--- src/rtl/paz_pkg.sv ---
// Shared types, widths and constants for the planar azimuth block.
// The CORDIC step-angle table is built here at elaboration.
// Depends on nothing; every rtl module imports it.
package paz_pkg;

  localparam int COORD_WIDTH = 32;
  localparam int FRAC_BITS   = 16;
  localparam int AZ_W        = FRAC_BITS + 9;

  localparam int DIFF_W      = COORD_WIDTH + 1;  // coordinate difference
  localparam int NORM_W      = 60;               // normalized top bit sits at 59
  localparam int NORM_STAGES = 6;                // shifts of 32, 16, 8, 4, 2, 1
  localparam int SHIFT_W     = NORM_STAGES;
  localparam int NORM_MAX    = 1 << (NORM_STAGES - 1);

  localparam int CW          = 64;               // CORDIC x/y datapath
  localparam int ANG_FRAC    = 52;
  localparam int ANG_W       = ANG_FRAC + 1;     // angle in 45-degree units, 0..1
  localparam int Z_W         = ANG_FRAC + 4;     // signed running angle
  localparam int STEPS       = 52;
  localparam int STEP_W      = $clog2(STEPS);
  localparam int SER_FRAC    = 62;

  localparam int PHI_W       = ANG_W + 1;        // 0..2 units
  localparam int A_W         = ANG_FRAC + 4;     // 0..8 units
  localparam int PROD_W      = A_W + 6;          // times 45
  localparam int RND_SHIFT   = ANG_FRAC - FRAC_BITS;

  localparam logic [ANG_W-1:0]  UNIT      = ANG_W'(1) << ANG_FRAC;
  localparam logic [PROD_W-1:0] ROUND_ADD = PROD_W'(1) << (RND_SHIFT - 1);
  localparam logic [AZ_W-1:0]   FULL_TURN = AZ_W'(360) << FRAC_BITS;

  typedef logic [ANG_W-1:0] ang_t;
  typedef ang_t [STEPS-1:0] ang_tab_t;

  typedef struct packed {
    logic zero;
    logic swap;
    logic dx_neg;
    logic dy_neg;
  } side_t;

  typedef struct packed {
    logic              valid;
    side_t             side;
    logic [NORM_W-1:0] big;
    logic [NORM_W-1:0] small_c;
  } norm_t;

  typedef struct packed {
    logic                 valid;
    side_t                side;
    logic signed [CW-1:0] x;
    logic signed [CW-1:0] y;
    logic signed [Z_W-1:0] z;
  } cordic_t;

  typedef struct packed {
    logic            valid;
    logic [AZ_W-1:0] az;
  } res_t;

  // Bitwise long division, elaboration only.
  function automatic logic [63:0] udiv(input logic [63:0] num, input logic [63:0] den);
    logic [63:0] q;
    logic [63:0] r;
    q = '0;
    r = '0;
    for (int k = 63; k >= 0; k--) begin
      r = {r[62:0], num[k]};
      if (r >= den) begin
        r = r - den;
        q[k] = 1'b1;
      end
    end
    return q;
  endfunction

  // atan(1/n) in radians, SER_FRAC fractional bits, power series
  function automatic logic [63:0] atan_recip(input logic [63:0] n);
    logic [63:0] p;
    logic [63:0] s;
    logic [63:0] term;
    p = udiv(64'd1 << SER_FRAC, n);
    s = '0;
    for (int k = 0; k < 64; k++) begin
      if (p != '0) begin
        term = udiv(p, 64'(2 * k + 1));
        if ((k & 1) == 0) s = s + term;
        else s = s - term;
        p = udiv(udiv(p, n), n);
      end
    end
    return s;
  endfunction

  // atan(2^-i) as a fraction of 45 degrees, ANG_FRAC bits, truncated
  function automatic ang_tab_t build_step_table();
    logic [63:0] qp;
    logic [63:0] rem;
    logic [63:0] q;
    ang_tab_t    t;
    qp = 64'd4 * atan_recip(64'd5) - atan_recip(64'd239);
    t = '0;
    t[0] = UNIT;
    for (int i = 1; i < STEPS; i++) begin
      rem = atan_recip(64'd1 << i);
      q = '0;
      for (int b = 0; b < ANG_FRAC; b++) begin
        rem = rem << 1;
        q = q << 1;
        if (rem >= qp) begin
          rem = rem - qp;
          q[0] = 1'b1;
        end
      end
      t[i] = q[ANG_W-1:0];
    end
    return t;
  endfunction

  localparam ang_tab_t STEP_ANGLE = build_step_table();

endpackage

--- src/rtl/paz_front.sv ---
// Front end: coordinate differences, magnitudes and octant fold.
// Three register stages, all advanced by one enable.
// Depends on paz_pkg.
module paz_front
  import paz_pkg::*;
(
  input  logic                          clk,
  input  logic                          rst,
  input  logic                          en,
  input  logic                          in_valid,
  input  logic signed [COORD_WIDTH-1:0] first_x,
  input  logic signed [COORD_WIDTH-1:0] first_y,
  input  logic signed [COORD_WIDTH-1:0] second_x,
  input  logic signed [COORD_WIDTH-1:0] second_y,
  output norm_t                         d_out
);

  logic                     v1;
  logic signed [DIFF_W-1:0] dx1;
  logic signed [DIFF_W-1:0] dy1;
  logic                     v2;
  logic [DIFF_W-1:0]        ax2;
  logic [DIFF_W-1:0]        ay2;
  logic                     dx_neg2;
  logic                     dy_neg2;
  logic                     swap_next;

  assign swap_next = (ay2 > ax2);

  always_ff @(posedge clk) begin
    if (rst) begin
      v1          <= 1'b0;
      v2          <= 1'b0;
      d_out.valid <= 1'b0;
    end else if (en) begin
      v1          <= in_valid;
      v2          <= v1;
      d_out.valid <= v2;
    end
    if (en) begin
      dx1 <= $signed({first_x[COORD_WIDTH-1], first_x})
           - $signed({second_x[COORD_WIDTH-1], second_x});
      dy1 <= $signed({first_y[COORD_WIDTH-1], first_y})
           - $signed({second_y[COORD_WIDTH-1], second_y});

      dx_neg2 <= dx1[DIFF_W-1];
      dy_neg2 <= dy1[DIFF_W-1];
      ax2     <= dx1[DIFF_W-1] ? DIFF_W'(-dx1) : DIFF_W'(dx1);
      ay2     <= dy1[DIFF_W-1] ? DIFF_W'(-dy1) : DIFF_W'(dy1);

      d_out.side.zero   <= (ax2 == '0) && (ay2 == '0);
      d_out.side.swap   <= swap_next;
      d_out.side.dx_neg <= dx_neg2;
      d_out.side.dy_neg <= dy_neg2;
      d_out.big         <= NORM_W'(swap_next ? ay2 : ax2);
      d_out.small_c     <= NORM_W'(swap_next ? ax2 : ay2);
    end
  end

endmodule

--- config.mk ---
export PLATFORM = sky130hd
export DESIGN_NAME = paz_front
export DESIGN_NICKNAME = d
export VERILOG_FILES = /design/src/rtl/paz_pkg.sv /design/src/rtl/paz_front.sv
export SDC_FILE = /design/constraint.sdc
export NUM_CORES = 1
export LEC_CHECK = 0
export BUFFER_PORTS_ARGS = -buffer_cell sky130_fd_sc_hd__buf_2
export CAP_MARGIN = 40
export CORE_ASPECT_RATIO = 1.4
export CORE_MARGIN = 2
export CORE_UTILIZATION = 37
export DETAILED_ROUTE_END_ITERATION = 12
export GPL_TIMING_DRIVEN = 0
export SLEW_MARGIN = 20
export SYNTH_ARGS = -nofsm -noshare
export SYNTH_HDL_FRONTEND = slang
export SYNTH_SLANG_ARGS = --single-unit
--- constraint.sdc ---
create_clock -name clk -period 9.85 [get_ports clk]
set_input_delay 0.985 -clock clk [delete_from_list [all_inputs] [get_ports clk]]
set_output_delay 0.985 -clock clk [all_outputs]
set_load 0.01 [all_outputs]
# After elaboration in Yosys (flattened, before gate mapping)
# Cells that the tools add are included.
# word_totals
reg_bits	261
# op_classes
n_addsub	4
order_cmp	1
muxes	4
n_reduce_logical	3
# op_table
cell	n
$logic_not 33->1	2
$mux 33	2
$neg 33->33	2
$sub 32x32->33	2
$mux 32	2
$gt 33x33->1	1
$logic_and 1x1->1	1

# Longest topological paths before layout
# logic_depth
word_depth	2
depth_mapped	11
depth_no_buf	10

# Worst setup path after synthesis
# Ideal clock, no wire load.
# synth_path
kind	register -> register
startpoint	reg ay2[14]
endpoint	reg d_out[0] (netlist bit), data pin
setup_ns	0.260
t_arrival_ns	3.069
slack_ns	6.521
path_stages_with_launch	11
cell_sequence	edfxtp_1 ha_1 a21o_1 a21o_1 a221oi_1 o21ai_0 a2111oi_0 a21o_1 clkbuf_1 buf_2 mux2_2
# synth_between
elab_chain_len	2
# synth_lines
element	line	source
from (decl)	paz_front.sv:23	logic [DIFF_W-1:0] ay2;
from (signal assigned)	paz_front.sv:49	ay2 <= dy1[DIFF_W-1] ? DIFF_W'(-dy1) : DIFF_W'(dy1);
$gt 33x33->1	paz_front.sv:28	assign swap_next = (ay2 > ax2);
$mux 33	paz_front.sv:56	d_out.small_c <= NORM_W'(swap_next ? ax2 : ay2);
to (decl)	paz_front.sv:15	output norm_t d_out
# No other way between the ends.
# A chain may end at the register's enable or synchronous reset.

# Worst setup path after layout
# layout_path
startpoint	reg ay2[8]
endpoint	reg d_out[13] (netlist bit), data pin
# The elaborated chain is that of the path after synthesis.

==> results.sh <==
export IMPL_cts_repair_timing_setup_buffer_count=0
export IMPL_area_growth_synth_to_final_pct=19.1
export IMPL_average_cell_area_after_synthesis_sq_um=10.9
export IMPL_vias_per_cell=4.97
export IMPL_fill_cells=3452
export IMPL_initial_core_util=0.375
export IMPL_timing_rr_start="ay2[8]"
export IMPL_clock_tree_from_tritoncts="built"
export IMPL_clock_sinks=207
export IMPL_timing_hold_worst_class="reg2reg"
export IMPL_cts_buffers=20
export IMPL_totalNegativeSetupSlack_ns=0
export IMPL_count_of_tritonroute_iterations_in_the_first_routing_pass=5
export IMPL_postCtsHoldBufs=0
export IMPL_worstRegToRegCells=11
export IMPL_placement_rows=82
export IMPL_crit_path_max_fanout=10
export IMPL_core_area_sq_mm=0.0357
export IMPL_totalWireLength_um=31600
export IMPL_vias=9852
export IMPL_critical_path_end="d_out[13]"
export IMPL_grt_pass1_wl_um=50600
export IMPL_fin_crit_sh=0.398
export IMPL_final_seq_area_sq_mm=0.00619
export IMPL_postCtsResizedCells=0
export IMPL_clock_tree_root_cell="clkbuf_16"
export IMPL_setup_viol=0
export IMPL_htree_num_levels=1
export IMPL_critical_path_arrival_ns=4.17
export IMPL_grt_max_degree=78
export IMPL_synth_ff_type="edfxtp_1"
export IMPL_first_global_vias=9609
export IMPL_setup_worst_path_start="ay2[8]"
export IMPL_p_per_area_mw_per_mm2=181
export IMPL_postSynth_asyncResetShare=0
export IMPL_max_slew_margin_rel=0.450
export IMPL_insertedDiodeCount=0
export IMPL_crit_path_end_kind="flop"
export IMPL_area_occupied_by_multi_input_gates_sq_mm=0.00641
export IMPL_worstPathRequired_ns=10.10
export IMPL_worst_slew_pin_transition_ns=0.814
export IMPL_grt_antenna_before_repair=0
export IMPL_synthMostInstantiatedCell="edfxtp_1"
export IMPL_ys_warnings_count=0
export IMPL_place_detailed_hpwl_um=25900
export IMPL_post_drt_wl_per_cell_um=15.9
export IMPL_ff_to_ff_end="d_out[13]"
export IMPL_floorplan_die_area_sq_mm=0.0377
export IMPL_die_y_um=229
export IMPL_total_leakage_power_uw=0.00685
export IMPL_synth_largest_type_area_fraction=0.458
export IMPL_synth_area_sq_mm=0.0134
export IMPL_chip_width_um=165
export IMPL_worst_r2r_setup_slack_ns=5.93
export IMPL_synthTopCellsByArea="edfxtp_1 (46%), ha_1 (9.3%), xnor2_1 (6.0%)"
export IMPL_synth_ff_latch_count=207
export IMPL_cts_max_path_buffers=3
export IMPL_nNetsFinal=1741
export IMPL_netlist_top_cell_by_area="edfxtp_1"
export IMPL_final_period_minus_worst_setup_slack_ns=3.92
export IMPL_first_iter_violations=484
export IMPL_dpl_cell_count=1948
export IMPL_setup_repair_after_global_routing_missed_its_margin="no"
export IMPL_clock_insertion_delay_at_the_later_pin_of_the_skew_report_ns=0.51
export IMPL_grt_util_all_layers=0.169
export IMPL_detail_route_drc_violations=0
export IMPL_worst_setup_hold_path_clk_slew_ns=0.06
export IMPL_outcome="finished clean"
export IMPL_synth_edf_count=204
export IMPL_yosysUniqueCellTypes=65
export IMPL_maxCapViolCount=0
export IMPL_report_final_slew_viol_count=0
export IMPL_synth_sequential_area_ratio=0.463
export IMPL_number_of_port_buffers=202
export IMPL_skew_ns=0.0145
export IMPL_post_synth_most_frequent_cells="edfxtp_1 (204), inv_1 (127), ha_1 (99)"
export IMPL_stdcell_count=1984
export IMPL_fmaxAchievable_ghz=0.255
export IMPL_globalRoute_totalOverflow=0
export IMPL_drtAntennaViolNets=0
export IMPL_timing_setup_critical_path_class="reg2reg"
export IMPL_finalWeightedCongestion=0.929
export IMPL_proportion_of_layout_cells_with_a_drive_suffix_above_1=0.246
export IMPL_top_level_port_count=257
export IMPL_report_final_hold_viol_count=0
export IMPL_postSynthCellCount=1227
export IMPL_vdd_ir_drop_worst_uv=114
export IMPL_setup_worst_path_start_class="flop"
[cell usage in the layout, fill, tap and decap left out, drive strengths merged, types with 15 or more instances in the layout]
| master | n |
|---|---|
| inv | 130 |
| clkbuf | 41 |
| o41ai | 15 |
| nand4 | 19 |
| o31ai | 22 |
| xnor2 | 92 |
| nor2 | 44 |
| conb | 54 |
| o21ai | 53 |
| o21a | 17 |
| nand3 | 18 |
| a21o | 35 |
| a21oi | 72 |
| xor2 | 22 |
| mux2 | 65 |
| edfxtp | 204 |
| buf | 265 |
| ha | 99 |
| nand2 | 68 |
| nor4 | 23 |
[critical path, cell delays in order (launching register included)]
cell       delay [ns]
edfxtp_1         0.51
ha_1             0.34
a211oi_1         0.22
o21ai_0          0.12
a221oi_1         0.29
o21ai_0          0.20
a2111oi_0        0.42
buf_1            0.22
a21o_1           0.16
clkbuf_1         0.37
buf_2            0.39
mux2_2           0.41
[area by class of cell]
| cell class | instances | area share |
|---|---|---|
| Sequential cell | 207 | 0.388 |
| Buffer | 78 | 0.0315 |
| Timing Repair Buffer | 206 | 0.0681 |
| Clock inverter | 14 | 0.0102 |
| Tap cell | 462 | 0.0363 |
| Clock buffer | 22 | 0.0332 |
| Inverter | 127 | 0.0299 |
| Multi-Input combinational cell | 868 | 0.402 |
[how the worst min path moves through the flow]
| stage | slack [ns] | endpoint | from | cells past startpoint |
|---|---|---|---|---|
| after floorplan | 0.40 | d_out[120] | dy_neg2 | 0 |
| after global placement | 0.41 | d_out[121] | dx_neg2 | 0 |
| after detailed placement | 0.41 | d_out[120] | dy_neg2 | 0 |
| after CTS | 0.43 | d_out[120] | dy_neg2 | 0 |
| after global routing | 0.46 | d_out[120] | dy_neg2 | 0 |
| final | 0.42 | d_out[120] | dy_neg2 | 0 |
[registers in the layout, summed over array words and instances, names as in the netlist, 33 cells and up]
| signal | count |
|---|---|
| ay2 | 33 |
| ax2 | 33 |
| dy1 | 33 |
| dx1 | 33 |
| d_out | 71 |
[cells by family (layout without fill, tap and decap cells)]
kind of cell / after synthesis / count (layout) / synth area share
multiplexers: 70 / 70 / 0.0585
other: 1 / 54 / 0.000280
adder cells (fa/ha/maj): 101 / 101 / 0.0956
XOR/XNOR: 114 / 114 / 0.0747
AO/OA/AOI/OAI: 283 / 283 / 0.140
buffers and inverters: 205 / 447 / 0.0732
AND/OR/NAND/NOR: 246 / 246 / 0.0952
flip-flops: 207 / 207 / 0.463
[report_power, final]
group          total [uW]  internal, uW  switching, uW
clock network         805           472            332
registers            1320          1180            134
logic                 758           359            400
[metrics by stage]
step | util | area (sq um) | hold WS (ns) | power [uW] | setup WS [ns]
2_1_floorplan | - | 13600 | 0.400 | 1810 | 6.52
3_3_place_gp | 0.425 | 15200 | 0.408 | 2090 | 5.20
3_5_place_dp | 0.427 | 15200 | 0.408 | 2100 | 5.98
4_1_cts | 0.446 | 15900 | 0.431 | 2910 | 5.94
5_1_grt | 0.446 | 15900 | 0.456 | 3040 | 5.73
6_report | 0.446 | 15900 | 0.423 | 2880 | 5.93
[routing by layer]
metal	vias up	part of all wire	global-route usage
met3	54	0.039	0.0154
met1	4586	0.42	0.209
met2	223	0.50	0.300
met5	-	0	0
li1	4989	-	-
met4	0	0.035	0.0639
Note: power is estimated with default switching activity, not from simulation.
