$ cat config.mk
export PLATFORM = sky130hd
export DESIGN_NAME = paz_back
export DESIGN_NICKNAME = d
export VERILOG_FILES = /design/src/rtl/paz_pkg.sv /design/src/rtl/paz_back.sv
export SDC_FILE = /design/constraint.sdc
export NUM_CORES = 1
export LEC_CHECK = 0
export ABC_CLOCK_PERIOD_IN_PS = 11500
export BUFFER_PORTS_ARGS = -buffer_cell sky130_fd_sc_hd__buf_2
export CORE_MARGIN = 5
export CORE_UTILIZATION = 63
export CTS_CLUSTER_DIAMETER = 60
export DETAILED_ROUTE_END_ITERATION = 10
export GPL_ROUTABILITY_DRIVEN = 0
export PLACE_DENSITY = 0.88
export SKIP_CTS_REPAIR_TIMING = 1
export SYNTH_ARGS = -nofsm -noshare
export SYNTH_HDL_FRONTEND = slang
export SYNTH_SLANG_ARGS = --single-unit
$ cat constraint.sdc
create_clock -name clk -period 11.5 [get_ports clk]
set_input_delay 2.3 -clock clk [delete_from_list [all_inputs] [get_ports clk]]
set_output_delay 2.3 -clock clk [all_outputs]
set_load 0.05 [all_outputs]
$ cat src/rtl/paz_pkg.sv
// Shared types, widths and constants for the planar azimuth block.
// The CORDIC step-angle table is built here at elaboration.
// Depends on nothing; every rtl module imports it.
package paz_pkg;

  localparam int COORD_WIDTH = 32;
  localparam int FRAC_BITS   = 16;
  localparam int AZ_W        = FRAC_BITS + 9;

  localparam int DIFF_W      = COORD_WIDTH + 1;  // coordinate difference
  localparam int NORM_W      = 60;               // normalized top bit sits at 59
  localparam int NORM_STAGES = 6;                // shifts of 32, 16, 8, 4, 2, 1
  localparam int SHIFT_W     = NORM_STAGES;
  localparam int NORM_MAX    = 1 << (NORM_STAGES - 1);

  localparam int CW          = 64;               // CORDIC x/y datapath
  localparam int ANG_FRAC    = 52;
  localparam int ANG_W       = ANG_FRAC + 1;     // angle in 45-degree units, 0..1
  localparam int Z_W         = ANG_FRAC + 4;     // signed running angle
  localparam int STEPS       = 52;
  localparam int STEP_W      = $clog2(STEPS);
  localparam int SER_FRAC    = 62;

  localparam int PHI_W       = ANG_W + 1;        // 0..2 units
  localparam int A_W         = ANG_FRAC + 4;     // 0..8 units
  localparam int PROD_W      = A_W + 6;          // times 45
  localparam int RND_SHIFT   = ANG_FRAC - FRAC_BITS;

  localparam logic [ANG_W-1:0]  UNIT      = ANG_W'(1) << ANG_FRAC;
  localparam logic [PROD_W-1:0] ROUND_ADD = PROD_W'(1) << (RND_SHIFT - 1);
  localparam logic [AZ_W-1:0]   FULL_TURN = AZ_W'(360) << FRAC_BITS;

  typedef logic [ANG_W-1:0] ang_t;
  typedef ang_t [STEPS-1:0] ang_tab_t;

  typedef struct packed {
    logic zero;
    logic swap;
    logic dx_neg;
    logic dy_neg;
  } side_t;

  typedef struct packed {
    logic              valid;
    side_t             side;
    logic [NORM_W-1:0] big;
    logic [NORM_W-1:0] small_c;
  } norm_t;

  typedef struct packed {
    logic                 valid;
    side_t                side;
    logic signed [CW-1:0] x;
    logic signed [CW-1:0] y;
    logic signed [Z_W-1:0] z;
  } cordic_t;

  typedef struct packed {
    logic            valid;
    logic [AZ_W-1:0] az;
  } res_t;

  // Bitwise long division, elaboration only.
  function automatic logic [63:0] udiv(input logic [63:0] num, input logic [63:0] den);
    logic [63:0] q;
    logic [63:0] r;
    q = '0;
    r = '0;
    for (int k = 63; k >= 0; k--) begin
      r = {r[62:0], num[k]};
      if (r >= den) begin
        r = r - den;
        q[k] = 1'b1;
      end
    end
    return q;
  endfunction

  // atan(1/n) in radians, SER_FRAC fractional bits, power series
  function automatic logic [63:0] atan_recip(input logic [63:0] n);
    logic [63:0] p;
    logic [63:0] s;
    logic [63:0] term;
    p = udiv(64'd1 << SER_FRAC, n);
    s = '0;
    for (int k = 0; k < 64; k++) begin
      if (p != '0) begin
        term = udiv(p, 64'(2 * k + 1));
        if ((k & 1) == 0) s = s + term;
        else s = s - term;
        p = udiv(udiv(p, n), n);
      end
    end
    return s;
  endfunction

  // atan(2^-i) as a fraction of 45 degrees, ANG_FRAC bits, truncated
  function automatic ang_tab_t build_step_table();
    logic [63:0] qp;
    logic [63:0] rem;
    logic [63:0] q;
    ang_tab_t    t;
    qp = 64'd4 * atan_recip(64'd5) - atan_recip(64'd239);
    t = '0;
    t[0] = UNIT;
    for (int i = 1; i < STEPS; i++) begin
      rem = atan_recip(64'd1 << i);
      q = '0;
      for (int b = 0; b < ANG_FRAC; b++) begin
        rem = rem << 1;
        q = q << 1;
        if (rem >= qp) begin
          rem = rem - qp;
          q[0] = 1'b1;
        end
      end
      t[i] = q[ANG_W-1:0];
    end
    return t;
  endfunction

  localparam ang_tab_t STEP_ANGLE = build_step_table();

endpackage

$ cat src/rtl/paz_back.sv
// Back end: octant unfold to a full-circle angle, scale to degrees, round.
// Three register stages; the 360 wrap is left to the output stage.
// Depends on paz_pkg.
module paz_back
  import paz_pkg::*;
(
  input  logic    clk,
  input  logic    rst,
  input  logic    en,
  input  cordic_t d_in,
  output res_t    d_out
);

  localparam logic signed [Z_W-1:0] UNIT_Z  = $signed(Z_W'(UNIT));
  localparam logic signed [A_W:0]   UNIT_A  = $signed((A_W + 1)'(UNIT));
  localparam logic signed [A_W:0]   EIGHT_A = UNIT_A <<< 3;

  logic [ANG_W-1:0]  zc;
  logic              v1;
  side_t             side1;
  logic [PHI_W-1:0]  phi1;
  logic signed [A_W:0] phi_s;
  logic signed [A_W:0] a_s;
  logic [A_W-1:0]    a_next;
  logic              v2;
  logic              zero2;
  logic [A_W-1:0]    a2;
  logic [PROD_W-1:0] a_w;
  logic [PROD_W-1:0] prod;

  always_comb begin
    if (d_in.z[Z_W-1]) zc = '0;
    else if (d_in.z > UNIT_Z) zc = UNIT;
    else zc = d_in.z[ANG_W-1:0];
  end

  always_comb begin
    phi_s = $signed((A_W + 1)'(phi1));
    if (!side1.dx_neg && !side1.dy_neg) a_s = phi_s;
    else if (side1.dx_neg && !side1.dy_neg) a_s = (UNIT_A <<< 2) - phi_s;
    else if (side1.dx_neg) a_s = (UNIT_A <<< 2) + phi_s;
    else a_s = EIGHT_A - phi_s;
    if (a_s[A_W]) a_next = '0;
    else if (a_s > EIGHT_A) a_next = EIGHT_A[A_W-1:0];
    else a_next = a_s[A_W-1:0];
  end

  // times 45 = 32 + 8 + 4 + 1
  assign a_w  = PROD_W'(a2);
  assign prod = (a_w << 5) + (a_w << 3) + (a_w << 2) + a_w + ROUND_ADD;

  always_ff @(posedge clk) begin
    if (rst) begin
      v1          <= 1'b0;
      v2          <= 1'b0;
      d_out.valid <= 1'b0;
    end else if (en) begin
      v1          <= d_in.valid;
      v2          <= v1;
      d_out.valid <= v2;
    end
    if (en) begin
      side1 <= d_in.side;
      phi1  <= d_in.side.swap ? (PHI_W'(UNIT) << 1) - PHI_W'(zc) : PHI_W'(zc);

      zero2 <= side1.zero;
      a2    <= a_next;

      d_out.az <= zero2 ? '0 : prod[RND_SHIFT +: AZ_W];
    end
  end

endmodule

# --- Yosys cells after proc, flatten, opt, wreduce, memory -nomap -nowiden ---
# Cells that the tools add are included.
# W data, S select, Z words.
word_totals:
  register_bits: 142
  latchBits: 0
  ram_bits: 0
  mem_bits_ro: 0
  input_bits: 192
  out_inout_bits: 26
  elab_cells: 34
  memories: 0
classes:
  add_sub_neg: 8
  n_mul: 0
  div: 0
  magnitude_cmp: 2
  eq_ne: 0
  shifts: 0
  mux: 7
  bitwise_logic: 0
  reduce_logical: 5
op_table:
  columns: ["operator", "n"]
  rows:
  - ["$mux W57", 3]
  - ["$mux W53", 3]
  - ["$add A61 B36 Y61 const B", 1]
  - ["$add A61 B56 Y61", 1]
  - ["$add A61 B58 Y61", 1]
  - ["$add A61 B59 Y61", 1]
  - ["$gt A57 B57 Y1 const B", 1]
  - ["$sub A56 B54 Y57 const A", 1]
  - ["$add A55 B54 Y56 const A", 1]
  - ["$gt A56 B54 Y1 const B", 1]
  - ["$mux W56", 1]
  - ["$sub A55 B54 Y56 const A", 1]
  - ["$sub A54 B53 Y54 const A", 1]
  - ["$logic_and A1 B1 Y1", 2]
  - ["$logic_not A1 Y1", 2]
  - ["$reduce_or A2 Y1", 1]

# --- Logic depth before layout (Yosys ltp) ---
logic_depth:
  ltp_word: 6
  ltp_mapped: 16
  mapped_depth_nobuf: 15

# --- Worst setup path before layout ---
# Ideal clock, no wire load.
synth_timing:
  path_type: "input-to-reg"
  startpoint: "in d_in[18] (netlist bit)"
  endpoint: "reg phi1[34] (data pin)"
  setup_ns: 0.146
  arrival_ns: 5.547
  required_ns: 11.354
  slack_ns: 5.807
  path_stages: 16
  path_buffers: 4
  path_cell_list: "or2_1 -> or4_1 -> or4_1 -> buf_6 -> o31ai_2 -> and2_1 -> buf_2 -> buf_2 -> nand2_1 -> ha_1 -> clkbuf_1 -> nor2_1 -> nand2_1 -> o21ai_1 -> a31oi_1 -> a21oi_1"
synth_via:
  elab_chain_cells: 5
synth_rtl:
  columns: ["item", "line_no", "source"]
  rows:
  - ["start, declared", "paz_back.sv:10", "input cordic_t d_in,"]
  - ["$gt A56 B54 Y1", "paz_back.sv:33", "else if (d_in.z > UNIT_Z) zc = UNIT;"]
  - ["$mux W53 (*)", "paz_back.sv:33", null]
  - ["$mux W53 (*)", "paz_back.sv:32", "if (d_in.z[Z_W-1]) zc = '0;"]
  - ["$sub A54 B53 Y54", "paz_back.sv:64", "phi1 <= d_in.side.swap ? (PHI_W'(UNIT) << 1) - PHI_W'(zc) : PHI_W'(zc);"]
  - ["$mux W53 (*)", "paz_back.sv:64", null]
  - ["end signal, assigned", "paz_back.sv:64", null]
  - ["end, declared", "paz_back.sv:21", "logic [PHI_W-1:0] phi1;"]
# Every way passes the cells marked *; elsewhere a longest branch is shown, timed or not.
# A chain may end at the register's enable or synchronous reset.

# --- Worst setup path in the final report ---
layout_timing:
  startpoint: "in d_in[18] (netlist bit)"
  endpoint: "reg phi1[30] (data pin)"
# The elaborated chain is that of the path after synthesis.

==> impl_metrics.tcl <==
set metrics [dict create \
    status "finished, final reports clean" \
    criticalPathCategory "primary input to flip-flop" \
    slew_headroom_pct 35.0 \
    grt_start_max_net_pins 85 \
    gr-total-overflow 0 \
    dieArea_um2 24200 \
    max_stage_delay_ps 660 \
    antenna_found_initial 0 \
    firstDrtPassIters 7 \
    fin_crit_ps 6630 \
    finalClockSkew_ps 16.4 \
    grtUsageTotal_pct 26.5 \
    io_buffers 89 \
    avgViaCountPerCell 6.19 \
    ys_top_cells_by_area "edfxtp_1 (31%), fa_1 (16%), ha_1 (11%)" \
    synthXorXnorAreaFrac_pct 6.83 \
    tightest_slew_ps 975 \
    yosysWarnings 0 \
    clkTransAtPathRegs_ps 70 \
    ys_types 76 \
    nets 1861 \
    finalHoldViolations 0 \
    p_leak_nw 6.30 \
    hp-class "flip-flop to flip-flop" \
    core_area_um2 21000 \
    cp-start-kind "primary input" \
    clockBufferDepth 2 \
    worstPathCellList "buf_2 -> or2_1 -> or4_1 -> or4_1 -> o31ai_2 -> and2_1 -> buf_4 -> nand2_1 -> ha_1 -> nor2_1 -> nand2_1 -> o21ai_1 -> a21oi_1 -> a21oi_1" \
    async_flop_share_pct 0 \
    synth-edff-count 139 \
    htree_levels 4 \
    grt_first_pass_wirelength_um 52700 \
    vdd_drop_max_v 0.000153 \
    finalSetupViolations 0 \
    syn_avg_cell_area_um2 9.77 \
    netlist_area_um2 13300 \
    crit_fanout 35 \
    powerDensity_nw_per_um2 275 \
    synth_mux_area_share_pct 0.394 \
    synth-simple-area-share_pct 14.9 \
    crit_family "simple AND/OR/NAND/NOR gates" \
    synth.net_count 1781 \
    synth_top_cell_area_share_pct 31.3 \
    ys_seq_area_share_pct 31.7 \
    num_vias 10727 \
    synthCells 1365 \
    fillers 1383 \
    synth_compound_area_share_pct 13.4 \
    synth_top_area_cell "edfxtp_1" \
    hpwlAfterDp_um 22900 \
    synth_ff_type "edfxtp_1" \
    diodes 0 \
    antenna_left 0 \
    cts_tree "yes" \
    rsz0062_at_grt "false" \
    numCtsBuffers 17 \
    root_buffer "clkbuf_16" \
    fin_ws_ps 4870 \
    clock_latency_ps 440 \
    drv_slew 0 \
    ys_ff_latch 142 \
    syn_to_final_growth_pct 9.78 \
    worst_path_max_delay_cell "or4_1" \
    clock_sinks 142 \
    period_share_pct 57.7 \
    crit_required_ps 11760 \
    synth_top_family_by_area "adder cells" \
    tns_ps 0 \
    initial_core_util_pct 63.7 \
    grt_pass1_vias 10902 \
    wire_per_inst_um 17.9 \
    r2r_setup_slack_ps 6300 \
    synth_fa_ha_area_share_pct 27.0 \
    ios 218 \
    die_h_um 156 \
    dp_slack_ps 4620 \
    crit_path_end_kind "flip-flop" \
    drive_gt1_share_pct 10.4 \
    drv_cap 0 \
    drc_errors 0 \
    die_w_um 156 \
    wl_um 31000 \
    drt_iter0_drc 1294 \
    fmax_ghz 0.151 \
    critPathBufInv 2 \
    arrival_ps 6890 \
    placementRows 53 \
]
cells in the mapped netlist, drive strengths merged (18+ instances only):
| library cell | n |
|---|---|
| inv | 166 |
| ha | 118 |
| nor3 | 47 |
| clkbuf | 25 |
| a21oi | 86 |
| nand3 | 22 |
| xnor2 | 55 |
| o21ai | 74 |
| nand2 | 74 |
| or3 | 18 |
| edfxtp | 139 |
| nor2 | 153 |
| fa | 106 |
| o31ai | 21 |
| xor2 | 49 |
metrics by stage:
step / hold WS [ps] / utilization (%) / cells / power, W / area [µm²]
floorplan: 400 / - / 1365 / 0.00278 / 13300
global placement: 403 / 67.0 / 1701 / 0.00324 / 14000
detailed placement: 416 / 67.0 / 1701 / 0.00336 / 14000
CTS: 431 / 69.9 / 1733 / 0.00398 / 14600
global route: 444 / 69.9 / 1733 / 0.00439 / 14600
finish: 436 / 69.9 / 1733 / 0.00402 / 14600
cells by family (layout without fill, tap and decap cells):
group	after synthesis	in the layout
XOR/XNOR	104	104
buffers and inverters	201	294
flip-flops	142	142
adder cells (fa/ha/maj)	224	224
AND/OR/NAND/NOR	406	406
multiplexers	5	5
AO/OA/AOI/OAI	283	283
where the power goes:
part / switching [W] / total [W] / internal [W] / leakage [nW]
clock network: 0.000250 / 0.000560 / 0.000310 / 0.292
registers: 0.0000598 / 0.000772 / 0.000712 / 1.38
logic: 0.00162 / 0.00269 / 0.00107 / 4.63
total: 0.00193 / 0.00402 / 0.00209 / 6.30
layer usage:
layer	global-route usage [%]	share of wire, %	vias up
met3	4.22	8.4	131
met2	43.6	48	648
met5	0	0	-
met1	35.1	40	4983
met4	11.5	4.1	0
li1	-	-	4965
placed cells by master (no fill, tap or decap), drive strengths merged, types with 5 or more instances in the layout:
cell    Yosys  final
a211oi     11     11
a21o       15     15
a21oi      86     86
a31oi      14     14
and2        7      7
and3       12     12
and4        5      5
buf         9     95
clkbuf     25     17
clkinv      1      6
edfxtp    139    139
fa        106    106
ha        118    118
inv       166    174
nand2      74     74
nand2b      6      6
nand3      22     22
nand4      14     14
nor2      153    153
nor2b       5      5
nor3       47     47
nor4       12     12
o211ai      6      6
o21a        5      5
o21ai      74     74
o21bai      5      5
o31ai      21     21
o41ai       9      9
or2         7      7
or3        18     18
or4        10     10
xnor2      55     55
xor2       49     49
sequential cells by signal, summed over array words and instances, names as in the netlist:
signal	cells
a2	56
phi1	54
d_out	26
side1	3
v1	1
v2	1
zero2	1
layout make-up:
type	count	area (µm²)	share of cell area [%]
Clock buffer	17	425	2.90
Clock inverter	15	173	1.18
Timing Repair Buffer	95	497	3.39
Multi-Input combinational cell	1022	8350	57.0
Sequential cell	142	4230	28.9
Tap cell	275	344	2.35
Inverter	167	627	4.28
worst paths after layout:
check                start         to  cells past startpoint
setup / recovery  d_in[18]   phi1[30]                     14
hold / removal    side1[3]      zero2                      0
setup reg to reg    a2[31]  d_out[24]                     15
hold reg to reg   side1[3]      zero2                      0
(Power assumes the default switching activity.)
